File: src/rtl/core/whps_pkg.sv
// whps_pkg: shared types and constants for the wheel point to hue/saturation block
// arctangent table, gain compensation, register indexes and pipeline control struct
// no dependencies
package whps_pkg;

	localparam int ATAN_ENTRIES = 24;
	localparam int FRAC_BITS    = 8;
	localparam logic [15:0] INV_GAIN_Q16 = 16'd39797;
	localparam logic [15:0] HALF_TURN    = 16'd32768;
	localparam logic [8:0]  HUE_SCALE    = 9'd360;
	localparam logic [7:0]  SAT_MAX      = 8'd255;
	localparam logic [12:0] CENTER_RESET = 13'd75;
	localparam logic [11:0] RADIUS_RESET = 12'd75;

	localparam logic [15:0] ATAN_TURNS [ATAN_ENTRIES] = '{
		16'd8192, 16'd4836, 16'd2555, 16'd1297, 16'd651, 16'd326, 16'd163, 16'd81,
		16'd41, 16'd20, 16'd10, 16'd5, 16'd3, 16'd1, 16'd1, 16'd0,
		16'd0, 16'd0, 16'd0, 16'd0, 16'd0, 16'd0, 16'd0, 16'd0
	};

	typedef enum logic [1:0] {
		REG_CENTER_X = 2'd0,
		REG_CENTER_Y = 2'd1,
		REG_RADIUS   = 2'd2
	} reg_idx_t;

	typedef struct packed {
		logic valid;
		logic center;
	} ctl_t;

endpackage

File: src/rtl/core/whps_div_stage.sv
// whps_div_stage: one registered restoring division step for the saturation quotient
// depends on whps_pkg
module whps_div_stage #(
	parameter int RW = 33,
	parameter int K  = 7
) (
	input  logic             clk,
	input  logic             arst_n,
	input  logic             en,
	input  logic [19:0]      divisor,
	input  whps_pkg::ctl_t   ctl_in,
	input  logic [RW-1:0]    rem_in,
	input  logic [7:0]       q_in,
	input  logic             sat_in,
	input  logic [8:0]       hue_in,
	output whps_pkg::ctl_t   ctl_out,
	output logic [RW-1:0]    rem_out,
	output logic [7:0]       q_out,
	output logic             sat_out,
	output logic [8:0]       hue_out
);

	logic [RW-1:0] trial;
	logic          take;

	always_comb begin
		trial = RW'(divisor) << K;
		take  = rem_in >= trial;
	end

	always_ff @(posedge clk or negedge arst_n) begin
		if (!arst_n) begin
			ctl_out <= '0;
		end else if (en) begin
			ctl_out <= ctl_in;
		end
	end

	always_ff @(posedge clk) begin
		if (en) begin
			rem_out <= take ? rem_in - trial : rem_in;
			q_out   <= q_in | (take ? 8'(1 << K) : 8'd0);
			sat_out <= sat_in;
			hue_out <= hue_in;
		end
	end

endmodule

File: config.mk
export PLATFORM = sky130hd
export DESIGN_NAME = whps_div_stage
export DESIGN_NICKNAME = d
export VERILOG_FILES = /design/src/rtl/core/whps_pkg.sv /design/src/rtl/core/whps_div_stage.sv
export SDC_FILE = /design/constraint.sdc
export NUM_CORES = 1
export LEC_CHECK = 0
export ABC_AREA = 1
export BUFFER_PORTS_ARGS = -buffer_cell sky130_fd_sc_hd__clkbuf_2
export CAP_MARGIN = 25
export CELL_PAD_IN_SITES_DETAIL_PLACEMENT = 1
export CELL_PAD_IN_SITES_GLOBAL_PLACEMENT = 2
export CORE_MARGIN = 1
export CORE_UTILIZATION = 25
export CTS_CLUSTER_SIZE = 8
export DETAILED_ROUTE_END_ITERATION = 12
export PLACE_DENSITY = 0.76
export SETUP_SLACK_MARGIN = 0.5
export SKIP_CTS_REPAIR_TIMING = 1
export SLEW_MARGIN = 30
export SYNTH_ARGS = -nofsm -noshare
export SYNTH_HDL_FRONTEND = slang
export SYNTH_SLANG_ARGS = --single-unit
File: constraint.sdc
create_clock -name clk -period 0.8 [get_ports clk]
set_input_delay 0.04 -clock clk [delete_from_list [all_inputs] [get_ports clk]]
set_output_delay 0.04 -clock clk [all_outputs]
set_load 0.02 [all_outputs]
## After elaboration in Yosys (flattened, before gate mapping)

Index checks and enable logic that the tools add are counted.

- Output and inout bits: 53
- Logic and storage cells: 11
- Bits of input ports: 76
- Register bits: 53

- Multiplexer cells: 2
- Bitwise logic cells: 1
- Add/sub/neg operators: 1
- $lt $le $gt $ge: 1

Operator list:

| cell | count |
|---|---|
| $ge A33 B27 Y1 | 1 |
| $mux W33 | 1 |
| $sub A33 B27 Y33 | 1 |
| $mux W8 | 1 |
| $or A8 B8 Y8 | 1 |

## Logic depth before layout (Yosys ltp)

- Depth in word-level cells: 3
- Mapped depth: 14
- Gate-level depth less buffers: 14

## Least setup slack after synthesis

OpenSTA, ideal clock, no wires.

- Path type: in2reg
- Start point: input rem_in[7]
- End point: register rem_out[30] (data pin)
- Path slack: -0.864 ns
- Library setup time: 0.254 ns
- Arrival time: 1.410 ns
- Stages on the path: 11
- Path buffers: 1
- Required time: 0.546 ns
- Cells stage by stage: inv_1 > ha_1 > inv_1 > fa_1 > nand3_1 > nand3_2 > nand2_1 > inv_1 > nor2_4 > buf_6 > a21oi_2

- Longest elaborated chain between the ends: 2

RTL lines:

| element | line | source |
|---|---|---|
| from (decl) | whps_div_stage.sv:12 | `input logic [RW-1:0] rem_in,` |
| $sub A33 B27 Y33 or $ge A33 B27 Y1 (tied branches) | whps_div_stage.sv:41, whps_div_stage.sv:28 |  |
| $mux W33 (*) | whps_div_stage.sv:41 | `rem_out <= take ? rem_in - trial : rem_in;` |
| to (signal assigned) | whps_div_stage.sv:41 |  |
| to (decl) | whps_div_stage.sv:17 | `output logic [RW-1:0] rem_out,` |

Every way passes the cells marked *; elsewhere a longest branch is shown, timed or not.
A chain may end at the register's enable or synchronous reset.

## Worst setup path in the final report

- Start point: input rem_in[7]
- End point: register rem_out[31] (data pin)

The elaborated chain is that of the path after synthesis.

==> flow_metrics.env <==
export IMPL_hold_viol=26
export IMPL_drc_errors=2
export IMPL_critPathLaunchType="primary input"
export IMPL_critPathTopFamily="simple AND/OR/NAND/NOR gates"
export IMPL_die_h_um=126
export IMPL_syn_instance_count=530
export IMPL_wl_per_cell_um=14.8
export IMPL_dr_first_iter_drc_count=138
export IMPL_ctsLongestPathBuffers=2
export IMPL_power_mw=9.70
export IMPL_fin_area_um2=6780
export IMPL_worstPathArrival_ns=1.56
export IMPL_synth_distinct_cells=27
export IMPL_slowest_delay_ns=0.37
export IMPL_yosys_area_top_type_share_pct=39.7
export IMPL_place_gp_congestion=0.831
export IMPL_dp_hpwl_um=10800
export IMPL_setup_viol=80
export IMPL_postPlaceCellArea_um2=5750
export IMPL_overflow=0
export IMPL_fin_crit_sh_pct=188
export IMPL_skew_ns=0
export IMPL_via_per_inst=4.37
export IMPL_hold_path_class="primary input to flop"
export IMPL_violations="design-rule violations, negative hold slack, negative setup slack"
export IMPL_critical_path_cell_chain="buf_12, inv_12, ha_4, inv_4, fa_2, nand3_2, nand3_4, nand2_4, inv_4, nor2_4, buf_12, a21oi_2"
export IMPL_dp_cells=921
export IMPL_syn_area_um2=3860
export IMPL_final_core_util_pct=44.8
export IMPL_io_pins=129
export IMPL_rows=45
export IMPL_syn2layout_area_growth_pct=75.8
export IMPL_die_area_um2=15900
export IMPL_vias=4147
export IMPL_layout_common_cells="nand2_1 (170), inv_1 (91), buf_4 (75)"
export IMPL_cts_tree="built"
export IMPL_final_layout_size_suffix_gt1_share_pct=48.8
export IMPL_diodes=0
export IMPL_grt_total_usage_pct=16.6
export IMPL_ys_seq_area_share_pct=41.0
export IMPL_path_clk_slew_ns=0.07
export IMPL_tightest_slew_ns=0.333
export IMPL_holdWs_ns=-0.0889
export IMPL_cts_root_buf="clkbuf_16"
export IMPL_crit_path_max_fanout=7
export IMPL_setup_tns_ns=-21.87
export IMPL_period_needed_ns=1.50
export IMPL_grt_pass1_vias=4184
export IMPL_fp_dieW_um=126
export IMPL_wirelength_um=14100
export IMPL_antenna_found_initial=0
export IMPL_synth_area_top_cells="edfxtp_1 (40%), nand2_1 (22%), inv_1 (11%)"
export IMPL_critical_path_required_ns=0.86
export IMPL_fin_nets=858
export IMPL_htreeDepth=2
export IMPL_grt_max_degree=18
export IMPL_timing_max_cap_violations=0
export IMPL_ir_worst_vdd_v=0.000755
export IMPL_fin_ws_ns=-0.702
export IMPL_leakage_nw=3.46
export IMPL_worst_path_buf_inv=5
export IMPL_syn_num_nets=627
export IMPL_clk_latency_ns=0.30
export IMPL_status="finished, violations left"
export IMPL_instances_no_fill=950
export IMPL_coreArea_um2=15100
export IMPL_port_buffers=128
export IMPL_cts_buffers=5
export IMPL_pre_cts_slack_ns=-1.06
export IMPL_cts_sinks=53
export IMPL_maxSlewViolCount=0
export IMPL_initial_core_util_pct=25.5
export IMPL_synth_top_cell_by_area="edfxtp_1"
export IMPL_yosys_register_bits=53
export IMPL_dr_pass1_iters=8
export IMPL_endpoint_kind="flop"
export IMPL_yosysWarnings=0
export IMPL_crit_slowest_cell="fa_2"
export IMPL_layout_commonest_cell="nand2_1"
export IMPL_rsz0062_at_grt="true"
export IMPL_slew_limit_headroom_pct=77.7
export IMPL_worstSetupPathType="primary input to flop"
export IMPL_grt_pass1_wl_um=20500
export IMPL_postSynthAreaPerCell_um2=7.28
export IMPL_powerDensity_nw_per_um2=1430
export IMPL_detail_route_antenna_nets=0
export IMPL_fmax_mhz=666
-- logic make-up after synthesis --
kind of cell / synth area share (%)
muxes: 0.583
adders and majority gates: 7.00
AOI/OAI and AO/OA: 2.53
DFF: 41.0
and+or+nand+nor: 34.5
buffers and inverters: 11.7
xor gates and xnor gates: 2.72
-- cell usage after synthesis (all sizes together) --
| master | instances |
|---|---|
| fa | 1 |
| nor2 | 37 |
| and2 | 3 |
| inv | 109 |
| xor2 | 12 |
| dfrtp | 2 |
| or2 | 3 |
| a21oi | 13 |
| mux2 | 2 |
| nand4 | 6 |
| ha | 20 |
| nand3 | 31 |
| buf | 4 |
| nand3b | 6 |
| nand2 | 226 |
| edfxtp | 51 |
| o21ai | 2 |
| nor3 | 2 |
-- routing by layer --
metal	wire, um	GRT usage, %	up-vias	part of all wire (%)
met2	7020	29.8	98	50
met1	6350	20.1	1943	45
met3	535	2.93	12	3.8
met5	0	0	-	0
met4	193	4.61	0	1.4
li1	-	-	2094	-
-- path summary, 6_finish.rpt --
path	start	endpoint	slack (ns)	depth (start not counted)
max in group asynchronous	arst_n	ctl_out[1]$_DFFE_PN0P_	0.63	2
hold reg to reg	ctl_out[0]$_DFFE_PN0P_	ctl_out[0]$_DFFE_PN0P_	0.53	1
min in group asynchronous	arst_n	ctl_out[0]$_DFFE_PN0P_	0.07	2
setup reg to reg	ctl_out[1]$_DFFE_PN0P_	ctl_out[1]$_DFFE_PN0P_	0.01	1
setup / recovery	rem_in[7]	rem_out[31]$_DFFE_PP_	-0.70	12
hold / removal	hue_in[2]	hue_out[2]$_DFFE_PP_	-0.09	1
-- flip-flops by register name, indices dropped and copies added, names as in the netlist --
name / cells
q_out: 8
ctl_out: 2
rem_out: 33
hue_out: 9
sat_out: 1
-- final cells by class --
class / instances / area, um2
tap: 188 / 235
clock inverter: 2 / 15.0
clock buffer: 6 / 129
multi-input combinational: 364 / 2470
fill: 1790 / 8360
timing repair buffer: 228 / 1920
sequential: 53 / 1580
inverter: 109 / 429
-- power breakdown --
part / switching (mW) / leakage [nW] / internal [mW] / total [mW]
sequential: 0.127 / 0.521 / 3.43 / 3.56
combinational: 1.99 / 2.87 / 1.82 / 3.81
clock: 1.16 / 0.0631 / 1.17 / 2.33
total: 3.28 / 3.46 / 6.42 / 9.70
Power figures use the tool's default switching activity.
