File: src/rtl/core/whps_pkg.sv
// whps_pkg: shared types and constants for the wheel point to hue/saturation block
// arctangent table, gain compensation, register indexes and pipeline control struct
// no dependencies
package whps_pkg;

	localparam int ATAN_ENTRIES = 24;
	localparam int FRAC_BITS    = 8;
	localparam logic [15:0] INV_GAIN_Q16 = 16'd39797;
	localparam logic [15:0] HALF_TURN    = 16'd32768;
	localparam logic [8:0]  HUE_SCALE    = 9'd360;
	localparam logic [7:0]  SAT_MAX      = 8'd255;
	localparam logic [12:0] CENTER_RESET = 13'd75;
	localparam logic [11:0] RADIUS_RESET = 12'd75;

	localparam logic [15:0] ATAN_TURNS [ATAN_ENTRIES] = '{
		16'd8192, 16'd4836, 16'd2555, 16'd1297, 16'd651, 16'd326, 16'd163, 16'd81,
		16'd41, 16'd20, 16'd10, 16'd5, 16'd3, 16'd1, 16'd1, 16'd0,
		16'd0, 16'd0, 16'd0, 16'd0, 16'd0, 16'd0, 16'd0, 16'd0
	};

	typedef enum logic [1:0] {
		REG_CENTER_X = 2'd0,
		REG_CENTER_Y = 2'd1,
		REG_RADIUS   = 2'd2
	} reg_idx_t;

	typedef struct packed {
		logic valid;
		logic center;
	} ctl_t;

endpackage

File: src/rtl/core/whps_cordic_stage.sv
// whps_cordic_stage: one registered vectoring microrotation
// depends on whps_pkg
module whps_cordic_stage #(
	parameter int W   = 26,
	parameter int IDX = 0
) (
	input  logic                  clk,
	input  logic                  arst_n,
	input  logic                  en,
	input  whps_pkg::ctl_t        ctl_in,
	input  logic signed [W-1:0]   x_in,
	input  logic signed [W-1:0]   y_in,
	input  logic [15:0]           z_in,
	output whps_pkg::ctl_t        ctl_out,
	output logic signed [W-1:0]   x_out,
	output logic signed [W-1:0]   y_out,
	output logic [15:0]           z_out
);

	logic signed [W-1:0] xs, ys, x_nx, y_nx;
	logic [15:0] z_nx;

	always_comb begin
		xs = x_in >>> IDX;
		ys = y_in >>> IDX;
		if (!y_in[W-1]) begin
			x_nx = x_in + ys;
			y_nx = y_in - xs;
			z_nx = z_in + whps_pkg::ATAN_TURNS[IDX];
		end else begin
			x_nx = x_in - ys;
			y_nx = y_in + xs;
			z_nx = z_in - whps_pkg::ATAN_TURNS[IDX];
		end
	end

	always_ff @(posedge clk or negedge arst_n) begin
		if (!arst_n) begin
			ctl_out <= '0;
		end else if (en) begin
			ctl_out <= ctl_in;
		end
	end

	always_ff @(posedge clk) begin
		if (en) begin
			x_out <= x_nx;
			y_out <= y_nx;
			z_out <= z_nx;
		end
	end

endmodule

File: config.mk
export PLATFORM = sky130hd
export DESIGN_NAME = whps_cordic_stage
export DESIGN_NICKNAME = d
export VERILOG_FILES = /design/src/rtl/core/whps_pkg.sv /design/src/rtl/core/whps_cordic_stage.sv
export SDC_FILE = /design/constraint.sdc
export NUM_CORES = 1
export LEC_CHECK = 0
export BUFFER_PORTS_ARGS = -buffer_cell sky130_fd_sc_hd__buf_4
export CAP_MARGIN = 5
export CORE_UTILIZATION = 24
export DETAILED_ROUTE_END_ITERATION = 8
export GPL_TIMING_DRIVEN = 0
export PLACE_DENSITY = 0.47
export SLEW_MARGIN = 0
export SYNTH_ARGS = -nofsm -noshare
export SYNTH_HDL_FRONTEND = slang
export SYNTH_SLANG_ARGS = --single-unit
File: constraint.sdc
create_clock -name clk -period 1.25 [get_ports clk]
set_input_delay 0.3125 -clock clk [delete_from_list [all_inputs] [get_ports clk]]
set_output_delay 0.3125 -clock clk [all_outputs]
set_load 0.1 [all_outputs]
-- Word level (Yosys, flattened, before mapping)
Index checks and enable logic that the tools add are counted.
Widths: inputs -> output; s select.
- flip-flop bits (word level): 70
- input port bits: 73
- output and inout bits: 70
- logic and storage cells: 13
- add/sub/neg operators: 5
- muxes and demuxes: 3
- operators by type and width (cell ; number):
    $mux 26 ; 2
    $sub 26x26->26 ; 2
    $add 26x26->26 ; 1
    $add 16x14->16 const B ; 1
    $mux 16 ; 1
    $sub 16x14->16 const B ; 1

-- Longest topological paths before layout
Gate-level depths: netlist of the first run.
- depth after elaboration: 2
- gate-level depth with buffers: 11
- depth with buffers taken out: 11

-- Least setup slack after synthesis of the first run
Ideal clock, no wire load.
- path type: input to register
- start: input x_in[8]
- end: register y_out[20] (data pin)
- library setup time: 0.268 ns
- arrival time: 2.169 ns
- required time: 0.982 ns
- slack: -1.187 ns
- cell stages on the path: 9
- buffers on the path: 0
- path through: inv_1 ha_1 or2_1 or4_1 o311a_1 o21ai_4 a21oi_1 o21ai_1 xnor2_1
- cells in the longest elaborated chain, start to end: 2
- elaborated cells on any way between the ends: 3
- those cells by class: add/sub (2); mux (1)
- ends and longest elaborated chain (what ; line ; text):
    from (decl) ; whps_cordic_stage.sv:11 ; input logic signed [W-1:0] x_in,
    $sub 26x26->26 / $add 26x26->26 (equally long branches) ; whps_cordic_stage.sv:28, whps_cordic_stage.sv:32 ;
    $mux 26 (*) ; whps_cordic_stage.sv:26 ; if (!y_in[W-1]) begin
    net y_nx[20] ; whps_cordic_stage.sv:20 ; logic signed [W-1:0] xs, ys, x_nx, y_nx;
    to (signal assigned) ; whps_cordic_stage.sv:48 ; y_out <= y_nx;
    to (decl) ; whps_cordic_stage.sv:16 ; output logic signed [W-1:0] y_out,
Mark *: on every way through the listed nets, which the timed path passes. The rest lies on a longest branch.
A chain may end at the register's enable or synchronous reset.

-- Worst setup path after layout of the first run
- start: input x_in[0]
- end: register x_out[22] (data pin)
- cells in the longest elaborated chain, start to end: 2
- elaborated cells on any way between the ends: 3
- those cells by class: add/sub (2); mux (1)
- ends and longest elaborated chain (what ; line ; text):
    $add 26x26->26 / $sub 26x26->26 (equally long branches) ; whps_cordic_stage.sv:27, whps_cordic_stage.sv:31 ;
    $mux 26 (*) ; whps_cordic_stage.sv:26 ;
    net x_nx[22] ; whps_cordic_stage.sv:20 ;
    to (signal assigned) ; whps_cordic_stage.sv:47 ; x_out <= x_nx;
    to (decl) ; whps_cordic_stage.sv:15 ; output logic signed [W-1:0] x_out,
Marks and branches as above.

==> results by group, run 1 <==
Timing
  • Final Skew: 0 ns
  • Slew Limit Fails: 0
  • Setup TNS: -39.07 ns
  • Worst Max-Slew Pin Slew: ~0.92 ns
  • Peak Freq: about 0.43 GHz
  • Fin crit share: 1.87
  • RSZ-0062 raised after global routing: true
  • Final setup fails: 62
  • Relative slew slack: 0.383
  • Tmin final: around 2.3 ns
  • Hold Fails Final Rpt: 0
  • Worst Slack Setup Final: -1.09 ns

GRT
  • Initial antenna violation count: 0
  • First-pass GRT wire length: 34.8 mm
  • Total grt overflow: 0
  • Largest net degree at the start of global routing: 70
  • Vias in the first global route: approximately 6.1k
  • GRT Total Usage: 0.170

Setup path
  • Crit-path cells: buf_12 -> ha_4 -> fa_2 -> nor2b_4 -> o211ai_1 -> nand2_2 -> a21oi_4 -> a31oi_4 -> a221oi_2 -> buf_4 -> o22ai_2 -> xnor2_1
  • CP Buf/Inv Count: 2
  • Startpoint Class: input port
  • Critical path class: in -> reg
  • R2R Setup Slk: 0.46 ns
  • Slowest-stage cell, CP: fa_2
  • Worst path arrival time: ~2.4 ns
  • CP Capture Type: flop
  • CP Depth: 12
  • Cell count of the worst reg-to-reg path: 1
  • Largest delay share family, worst path: compound AO/OA/AOI/OAI gates
  • Worst EP required: between 1 and 1.5 ns
  • CP peak stage delay: approximately 0.34 ns
  • CP Max Fanout: 3

Placement
  • Port Buffers: roughly 140
  • Placed Instances: between 1k and 1.5k
  • Worst slack at placement: -1.77 ns
  • DP HPWL: roughly 17 mm
  • RePlAce Congestion: 0.869
  • Area of placed instances: just over 8000 sq um

Logic synthesis
  • Yosys reg bits: 69
  • Synth cell types: 68
  • Top cells by area, synth: edfxtp_1 (31%), ha_1 (15%), a21oi_1 (6.3%)
  • Syn nets: around 900
  • Synth async-reset ratio: 0.0290
  • Post-synth top flop: edfxtp_1
  • Mapped Cells: between 700 and 800
  • Cell taking the most area after synthesis: edfxtp_1
  • YS warnings: 0
  • Post-synth top area share: 0.314
  • Post-synth EDFFs: 67
  • Mapped Area: roughly 6400 sq um
  • Sequential area share after synthesis: 0.322
  • Syn avg cell area: approximately 9 sq um

Pwr
  • VDD IR-drop max: around 0.00068 V
  • Logic pwr share: 0.548
  • Internal power: slightly below 7 mW
  • Total power: 12.9 mW
  • Sequential share of power: 0.246
  • Net Switching: 5.94 mW
  • Pleak: roughly 4.3 nW
  • Clock power frac: 0.206
  • PwrDens: 1250 nW/um^2
  • Net Sw Frac: 0.461

Layout
  • Fillers: 2,642
  • Layout cells sized above 1: 0.438
  • Area Growth Syn to Fin: 60.9%
  • Post-route cell area: ~10,000 sq um
  • # diodes: 0
  • Non-filler cells, final: 1,275
  • Nets: between 1k and 1.5k

Detailed routing
  • Routed wire length: 23.3 mm
  • Wire per inst: ~18 um
  • Antenna Violating Nets Remaining: 0
  • Router iterations before antenna repair: 7
  • Residual DRC: 16
  • Total number of vias: approximately 6.2k
  • DR vias/cell: about 5
  • Initial DRC count: around 430

Clock network
  • Maximum buffer depth of the clock tree: 2
  • H-tree depth: 3
  • CTS tree: built
  • CTS Buf Count: 9
  • Root Buffer: clkbuf_16
  • Worst-skew pair later-pin latency: roughly 0.34 ns
  • CTS clock-pin slew for the worst setup and hold paths: ~0.06 ns
  • Clk sinks: 69

Die
  • Rows: between 50 and 60
  • Full die area: roughly 27,000 sq um
  • Die X: roughly 170 um
  • Num ports: approximately 140
  • Core footprint: 26,100 sq um
  • Starting Density: 0.245
  • Die height: between 150 and 200 um

Worst hold path
  • Worst hold path class: in -> reg
  • Worst hold path depth: 1

Run
  • Max-Cap Viols: 0

Outcome
  • Failing checks: design-rule violations, negative setup slack
  • Status: complete, but fails checks
## cell usage in the layout (no fill, tap or decap), types with 6 or more instances in the layout
cell,instances
nand2b_1,11
o21ai_0,24
nand4_1,12
mux2i_1,7
buf_8,10
a21o_1,11
nor2_2,8
o21ai_2,17
a21oi_1,56
nand2_1,23
inv_1,60
a21oi_4,7
o31a_1,6
nor2b_1,8
edfxtp_1,67
xnor2_2,7
a21oi_2,19
clkbuf_16,12
ha_4,15
o21bai_1,11
ha_1,58
nor2_1,56
clkbuf_2,9
buf_6,94
xnor2_1,38
nand3_1,7
inv_2,6
buf_4,95
buf_12,10
o21ai_1,15
## power groups by stage
stage	clock network (mW)	logic, mW	registers, mW
floorplan	0	1.93	5.59
global placement	0	5.87	3.14
detailed placement	0	5.86	3.15
CTS	2.74	6.74	3.17
global route	2.82	7.37	3.20
finish	2.65	7.06	3.16
## logic make-up after synthesis
| kind of cell | share of synthesized area |
|---|---|
| DFF | 0.322 |
| xor gates and xnor gates | 0.0670 |
| muxes | 0.0160 |
| adders and majority gates | 0.159 |
| buffers and inverters | 0.0705 |
| AOI/OAI and AO/OA | 0.230 |
| and+or+nand+nor | 0.135 |
## final cells by class
cell class / count / area, sq um / area share
Buffer: 32 / 314 / 0.0305
Clock buffer: 9 / 225 / 0.0219
Clock inverter: 7 / 72.6 / 0.00704
Inverter: 80 / 387 / 0.0375
Multi-Input combinational cell: 543 / 4830 / 0.469
Sequential cell: 69 / 2060 / 0.200
Tap cell: 335 / 419 / 0.0407
Timing Repair Buffer: 200 / 1990 / 0.193
## sequential cells by signal (all words and copies together), names as in the netlist
register	cells
y_out	26
ctl_out	2
x_out	25
z_out	16
## per-layer routing
layer / wire, um / vias to the layer above / share of wire / track usage
met2: 10400 / 207 / 0.45 / 0.258
met1: 10800 / 3001 / 0.46 / 0.235
li1: - / 2999 / - / -
met5: 0 / - / 0 / 0
met3: 1510 / 37 / 0.065 / 0.0347
met4: 612 / 0 / 0.026 / 0.0657
## Yosys cell counts, types with 4 or more instances
cell type	number
or2_2	4
nor3_1	11
edfxtp_1	67
nand4_1	12
o21bai_1	12
xnor2_1	45
ha_1	75
a21o_1	11
nor2_1	68
fa_1	4
a21oi_1	81
buf_2	8
nor2b_1	13
o31ai_1	5
o21ai_1	7
nand2b_1	12
o21a_1	5
a31oi_1	5
clkbuf_1	19
mux2i_1	8
o21ai_0	50
xor2_1	4
inv_1	77
o31a_1	6
o22ai_1	4
a211oi_1	10
nand3_1	9
nand2_1	26
## stage by stage
step,util,hold slack (ns)
2_1_floorplan,-,0.0169
3_3_place_gp,0.317,0.0970
3_5_place_dp,0.317,0.0963
4_1_cts,0.378,0.124
5_1_grt,0.394,0.125
6_report,0.394,0.140
## path summary, 6_finish.rpt
check                                        from                endpoint
min reg2reg                ctl_out[1]$_DFFE_PN0P_  ctl_out[1]$_DFFE_PN0P_
max reg2reg                ctl_out[0]$_DFFE_PN0P_  ctl_out[0]$_DFFE_PN0P_
max                                       x_in[0]     x_out[22]$_DFFE_PP_
min                                       z_in[0]      z_out[0]$_DFFE_PP_
max in group asynchronous                  arst_n  ctl_out[1]$_DFFE_PN0P_
min in group asynchronous                  arst_n  ctl_out[0]$_DFFE_PN0P_
## timing repair
item                       CTS  global route
setup endpoints to repair  120           119
hold endpoints to repair     2             0
gates resized for setup    233            82
setup buffers               43            16
pin swaps                   58            52
hold buffers                 1             0
Note: power is estimated with default switching activity, not from simulation.
==> inputs of run 2 (changes only) <==
- PLACE_DENSITY: 0.47 -> 0.48
- clock period: 1.25 -> 2.02 ns (I/O delays scaled with it)
==> run 2 against run 1 <==
  * The flow still finishes with violations (design-rule violations, negative setup slack)
  * Highest routed layer unchanged
  * Critical path depth shrank 1
  * Total power shrank 41%
  * Combinational power shrank 43%
  * Sequential share of layout area grew 1.5 points
  * Non-clock buffer count shrank 20
==> results by group, run 2 (synthesis gave the netlist of run 1 again) <==
Clock network
  • CTS tree: built
  • H-tree depth: 3
  • Maximum buffer depth of the clock tree: 2
  • CTS clock-pin slew for the worst setup and hold paths: roughly 0.060 ns
  • Clk sinks: 69
  • CTS Buf Count: 9
  • Root Buffer: clkbuf_16
  • Worst-skew pair later-pin latency: ~0.32 ns

Setup path
  • Startpoint Class: input port
  • Reg-to-reg critical path endpoint: ctl_out[1]$_DFFE_PN0P_
  • Setup crit end: x_out[22]$_DFFE_PP_
  • CP Depth: 11
  • CP Buf/Inv Count: 1
  • R2R Setup Slk: roughly 1.3 ns
  • CP peak stage delay: 0.35 ns
  • Worst setup startpoint: y_in[0]
  • Worst R2R Start: ctl_out[1]$_DFFE_PN0P_
  • Worst EP required: between 2 and 2.5 ns
  • Largest delay share family, worst path: compound AO/OA/AOI/OAI gates
  • CP Capture Type: flop
  • Crit-path cells: buf_8 -> ha_4 -> fa_2 -> nor2b_4 -> o211ai_1 -> nand2_2 -> a21oi_2 -> a31oi_4 -> a221oi_4 -> o22ai_2 -> xnor2_1
  • CP Max Fanout: 3
  • Critical path class: in -> reg
  • Worst path arrival time: about 2.7 ns
  • Cell count of the worst reg-to-reg path: 1
  • Slowest-stage cell, CP: fa_2

Placement
  • Area of placed instances: 8150 sq um
  • Worst slack at placement: -1.15 ns
  • Placed Instances: 1,201
  • RePlAce Congestion: ~0.88
  • Port Buffers: approximately 140
  • DP HPWL: approximately 17 mm

Timing
  • Tmin final: between 2 and 3 ns
  • Final Skew: 0 ns
  • Setup TNS: -14.20 ns
  • Peak Freq: ~0.39 GHz
  • Worst Max-Slew Pin Slew: about 0.94 ns
  • Fin crit share: 1.27
  • Hold Fails Final Rpt: 0
  • Slew Limit Fails: 0
  • RSZ-0062 raised after global routing: true
  • Final setup fails: 39
  • Worst Slack Setup Final: -0.555 ns
  • Relative slew slack: 0.374

Pwr
  • PwrDens: between 700 and 800 nW/um^2
  • Pleak: 3.99 nW
  • Total power: between 7 and 8 mW
  • VDD IR-drop max: 0.000394 V

Layout
  • Layout cells sized above 1: 0.398
  • Commonest non-fill, non-tap cell in the layout: buf_4
  • Area Growth Syn to Fin: 49.8%
  • Reg area: approximately 2100 sq um
  • Biggest regs: y_out x26, x_out x25, z_out x16
  • Fillers: about 2.7k
  • Post-route cell area: between 9000 and 10,000 sq um
  • Area of the multi-input gates: about 4700 sq um
  • Largest register FFs: 26
  • # diodes: 0
  • Most frequent cells in the layout: buf_4 (159), edfxtp_1 (67), inv_1 (64)
  • Non-filler cells, final: 1,255
  • Nets: ~1.1k
  • Biggest register: y_out

Outcome
  • Failing checks: design-rule violations, negative setup slack
  • Status: complete, but fails checks

Die
  • Full die area: 27,300 sq um
  • Die X: between 150 and 200 um
  • Core footprint: approximately 26,000 sq um
  • Rows: between 50 and 60
  • Starting Density: 0.245
  • Die height: about 170 um
  • Num ports: around 140

GRT
  • First-pass GRT wire length: 33.4 mm
  • Vias in the first global route: between 5k and 6k
  • Initial antenna violation count: 0
  • Largest net degree at the start of global routing: 70
  • GRT Total Usage: 0.159
  • Total grt overflow: 0

Worst hold path
  • Worst hold path class: in -> reg

Detailed routing
  • Initial DRC count: between 400 and 500
  • Router iterations before antenna repair: 7
  • Routed wire length: ~22 mm
  • DR vias/cell: between 4 and 5
  • Residual DRC: 26
  • Antenna Violating Nets Remaining: 0
  • Total number of vias: 6,035
  • Wire per inst: about 18 um

Run
  • Max-Cap Viols: 0
[run 2: how the worst min path moves through the flow]
stage	slack (ns)	to	start	cells past startpoint
final	0.35	z_out[8]$_DFFE_PP_	z_in[8]	1
after floorplan	0.21	ctl_out[0]$_DFFE_PN0P_	arst_n	0
after CTS	0.33	z_out[8]$_DFFE_PP_	z_in[8]	1
after global routing	0.34	z_out[8]$_DFFE_PP_	z_in[8]	1
after global placement	0.29	ctl_out[1]$_DFFE_PN0P_	arst_n	1
after detailed placement	0.29	ctl_out[1]$_DFFE_PN0P_	arst_n	1
[run 2: repair_timing]
action	CTS	global route
buffers inserted	31	7
pin swaps	73	37
endpoints found under the hold margin	2	0
gates resized for setup	128	69
setup endpoints to repair	39	41
hold buffers	1	0
[run 2: power by group]
part	total, mW	internal [mW]	switching, mW	leakage, nW
Combinational	4.04	1.21	2.84	3.15
Clock	1.69	1.11	0.581	0.158
Sequential	1.91	1.85	0.0587	0.679
Total	7.65	4.17	3.48	3.99
[run 2: cell type report]
class                           count  share of cell area
Timing Repair Buffer              180               0.154
Clock buffer                       10              0.0249
Tap cell                          335              0.0437
Multi-Input combinational cell    543               0.492
Sequential cell                    69               0.215
Inverter                           80              0.0372
Clock inverter                      6             0.00900
Buffer                             32              0.0237
[run 2: through the flow]
step	hold slack (ns)	util
after floorplan	0.209	-
after global placement	0.289	0.312
after detailed placement	0.289	0.312
final	0.353	0.367
after CTS	0.333	0.355
after global routing	0.337	0.367
[run 2: routing by layer]
| metal | wire (um) | share of wire | global-route usage |
|---|---|---|---|
| met5 | 0 | 0 | 0 |
| met4 | 214 | 0.0097 | 0.0463 |
| met1 | 10800 | 0.49 | 0.235 |
| met3 | 1490 | 0.067 | 0.0225 |
| met2 | 9550 | 0.43 | 0.235 |
==> inputs of run 3 (changes only) <==
- PLACE_DENSITY: 0.48 -> default
- PLACE_DENSITY_LB_ADDON: default -> 0.08
==> run 3 against run 2 <==
  * The run still ends with design-rule violations, negative setup slack left
  * Clock skew unchanged
  * Worst hold slack lost 0.012 ns
  * Combinational power is 3% higher
  * Sequential power barely moved
==> results by group, run 3 (synthesis gave the netlist of run 1 again) <==
Outcome
  • Status: complete, but fails checks
  • Failing checks: design-rule violations, negative setup slack

Setup path
  • Worst EP required: 2.10 ns
  • Startpoint Class: input port
  • Critical path class: in -> reg
  • CP Max Fanout: 3
  • Reg-to-reg critical path endpoint: ctl_out[1]$_DFFE_PN0P_
  • Cell count of the worst reg-to-reg path: 1
  • R2R Setup Slk: 1.28 ns
  • CP Capture Type: flop
  • Worst path arrival time: around 2.7 ns
  • Worst R2R Start: ctl_out[1]$_DFFE_PN0P_

Clock network
  • H-tree depth: 3
  • Worst-skew pair later-pin latency: 0.33 ns
  • CTS tree: built
  • Maximum buffer depth of the clock tree: 2
  • Root Buffer: clkbuf_16
  • CTS Buf Count: 9
  • Clk sinks: 69
  • CTS clock-pin slew for the worst setup and hold paths: 0.06 ns

Detailed routing
  • Wire per inst: 18.4 um
  • Initial DRC count: 327
  • Antenna Violating Nets Remaining: 0
  • Router iterations before antenna repair: 7
  • Routed wire length: 23.3 mm
  • DR vias/cell: slightly below 5
  • Total number of vias: 6,084
  • Residual DRC: 28

Layout
  • Layout cells sized above 1: 0.422
  • # diodes: 0
  • Reg area: a little over 2000 sq um
  • Most frequent cells in the layout: buf_4 (164), edfxtp_1 (67), inv_1 (64)
  • Largest register FFs: 26
  • Fin util: 0.376
  • Non-filler cells, final: between 1k and 1.5k
  • Nets: 1,077
  • Biggest register: y_out
  • Area Growth Syn to Fin: 53.5%
  • Area of the multi-input gates: roughly 4900 sq um
  • Biggest regs: y_out x26, x_out x25, z_out x16
  • Fillers: around 2.7k
  • Commonest non-fill, non-tap cell in the layout: buf_4

Timing
  • Setup TNS: -15.64 ns
  • Slew Limit Fails: 0
  • Worst Slack Setup Final: -0.582 ns
  • Worst Max-Slew Pin Slew: roughly 0.96 ns
  • Tmin final: about 2.6 ns
  • Hold Fails Final Rpt: 0
  • Final setup fails: 39
  • Final Skew: 0 ns
  • Peak Freq: ~0.38 GHz
  • Relative slew slack: 0.358
  • Fin crit share: 1.29
  • RSZ-0062 raised after global routing: true

Worst hold path
  • Worst hold path depth: 1
  • Worst hold path class: in -> reg
  • Endpoint of the worst hold path: z_out[8]$_DFFE_PP_
  • Worst Hold Launch: z_in[8]

GRT
  • GRT Total Usage: 0.168
  • Vias in the first global route: 5,918
  • First-pass GRT wire length: approximately 35 mm
  • Initial antenna violation count: 0
  • Total grt overflow: 0
  • Largest net degree at the start of global routing: 70

Die
  • Rows: between 50 and 60
  • Starting Density: 0.245
  • Core footprint: 26,100 sq um
  • Full die area: 27,300 sq um
  • Num ports: approximately 140
  • Die X: about 170 um
  • Die height: 165 um

Run
  • Max-Cap Viols: 0

Placement
  • Placed Instances: around 1.2k
  • DP HPWL: roughly 18 mm
  • RePlAce Congestion: 0.849
  • Port Buffers: approximately 140

Pwr
  • VDD IR-drop max: approximately 0.00032 V
  • Pleak: 4.11 nW
  • PwrDens: approximately 800 nW/um^2
==> run 3: cell count changes in the layout (fill, tap and decap cells not counted), moves of 4 or more <==
cell / delta
a21oi_4: +4
buf_6: +5
buf_4: +5
inv_6: +5
==> run 3: cell type report <==
type / count / area share
clock inverters: 7 / 0.0104
multi-input cells: 543 / 0.493
well taps: 335 / 0.0426
plain buffers: 32 / 0.0235
flip-flops and latches: 69 / 0.210
clock buffers: 9 / 0.0229
repair buffers: 190 / 0.161
inverters: 80 / 0.0363
==> run 3: where the power goes <==
part | switching, mW | leakage (nW) | internal (mW) | total, mW
Combinational | 2.88 | 3.27 | 1.27 | 4.15
Sequential | 0.0665 | 0.679 | 1.85 | 1.92
Clock | 0.656 | 0.157 | 1.10 | 1.75
Total | 3.61 | 4.11 | 4.22 | 7.83
==> run 3: routing by layer <==
layer	wire length, um	track usage	vias to the layer above
met5	0	0	-
met4	503	0.0566	0
met3	1230	0.0295	32
met2	10300	0.253	185
met1	11300	0.241	2896
li1	-	-	2971
==> run 3: timing repair <==
item	in CTS	in global routing
buffers inserted	26	22
endpoints found under the hold margin	2	0
cloned	0	1
setup endpoints to repair	40	42
gates resized for setup	104	122
pin swaps	42	69
hold buffers	1	0
==> run 3: worst max path at each step <==
stage | start | endpoint | slack (ns) | depth (start not counted)
6_report | y_in[0] | x_out[22]$_DFFE_PP_ | -0.58 | 12
3_3_place_gp | x_in[10] | x_out[21]$_DFFE_PP_ | -1.41 | 11
3_5_place_dp | x_in[10] | x_out[21]$_DFFE_PP_ | -1.34 | 11
2_1_floorplan | x_in[8] | x_out[20]$_DFFE_PP_ | -0.53 | 9
5_1_grt | x_in[4] | y_out[25]$_DFFE_PP_ | -0.64 | 13
4_1_cts | y_in[0] | x_out[22]$_DFFE_PP_ | -0.53 | 12
==> run 3: stage by stage <==
stage	setup WS [ns]	total power, mW	cell area (sq um)	hold WS, ns
floorplan	-0.526	4.62	6680	0.209
global placement	-1.41	5.57	8150	0.290
detailed placement	-1.34	5.56	8150	0.290
CTS	-0.526	7.61	9160	0.325
global route	-0.640	8.15	9830	0.326
finish	-0.582	7.83	9830	0.341
==> run 3: worst max-delay path, stage by stage <==
cell      delay [ns]
buf_8           0.11
ha_4            0.15
fa_2            0.36
nor2b_4         0.14
o211ai_1        0.29
nand2_2         0.18
a21oi_4         0.18
a31oi_4         0.12
a221oi_2        0.23
buf_4           0.17
o22ai_4         0.07
xnor2_1         0.16
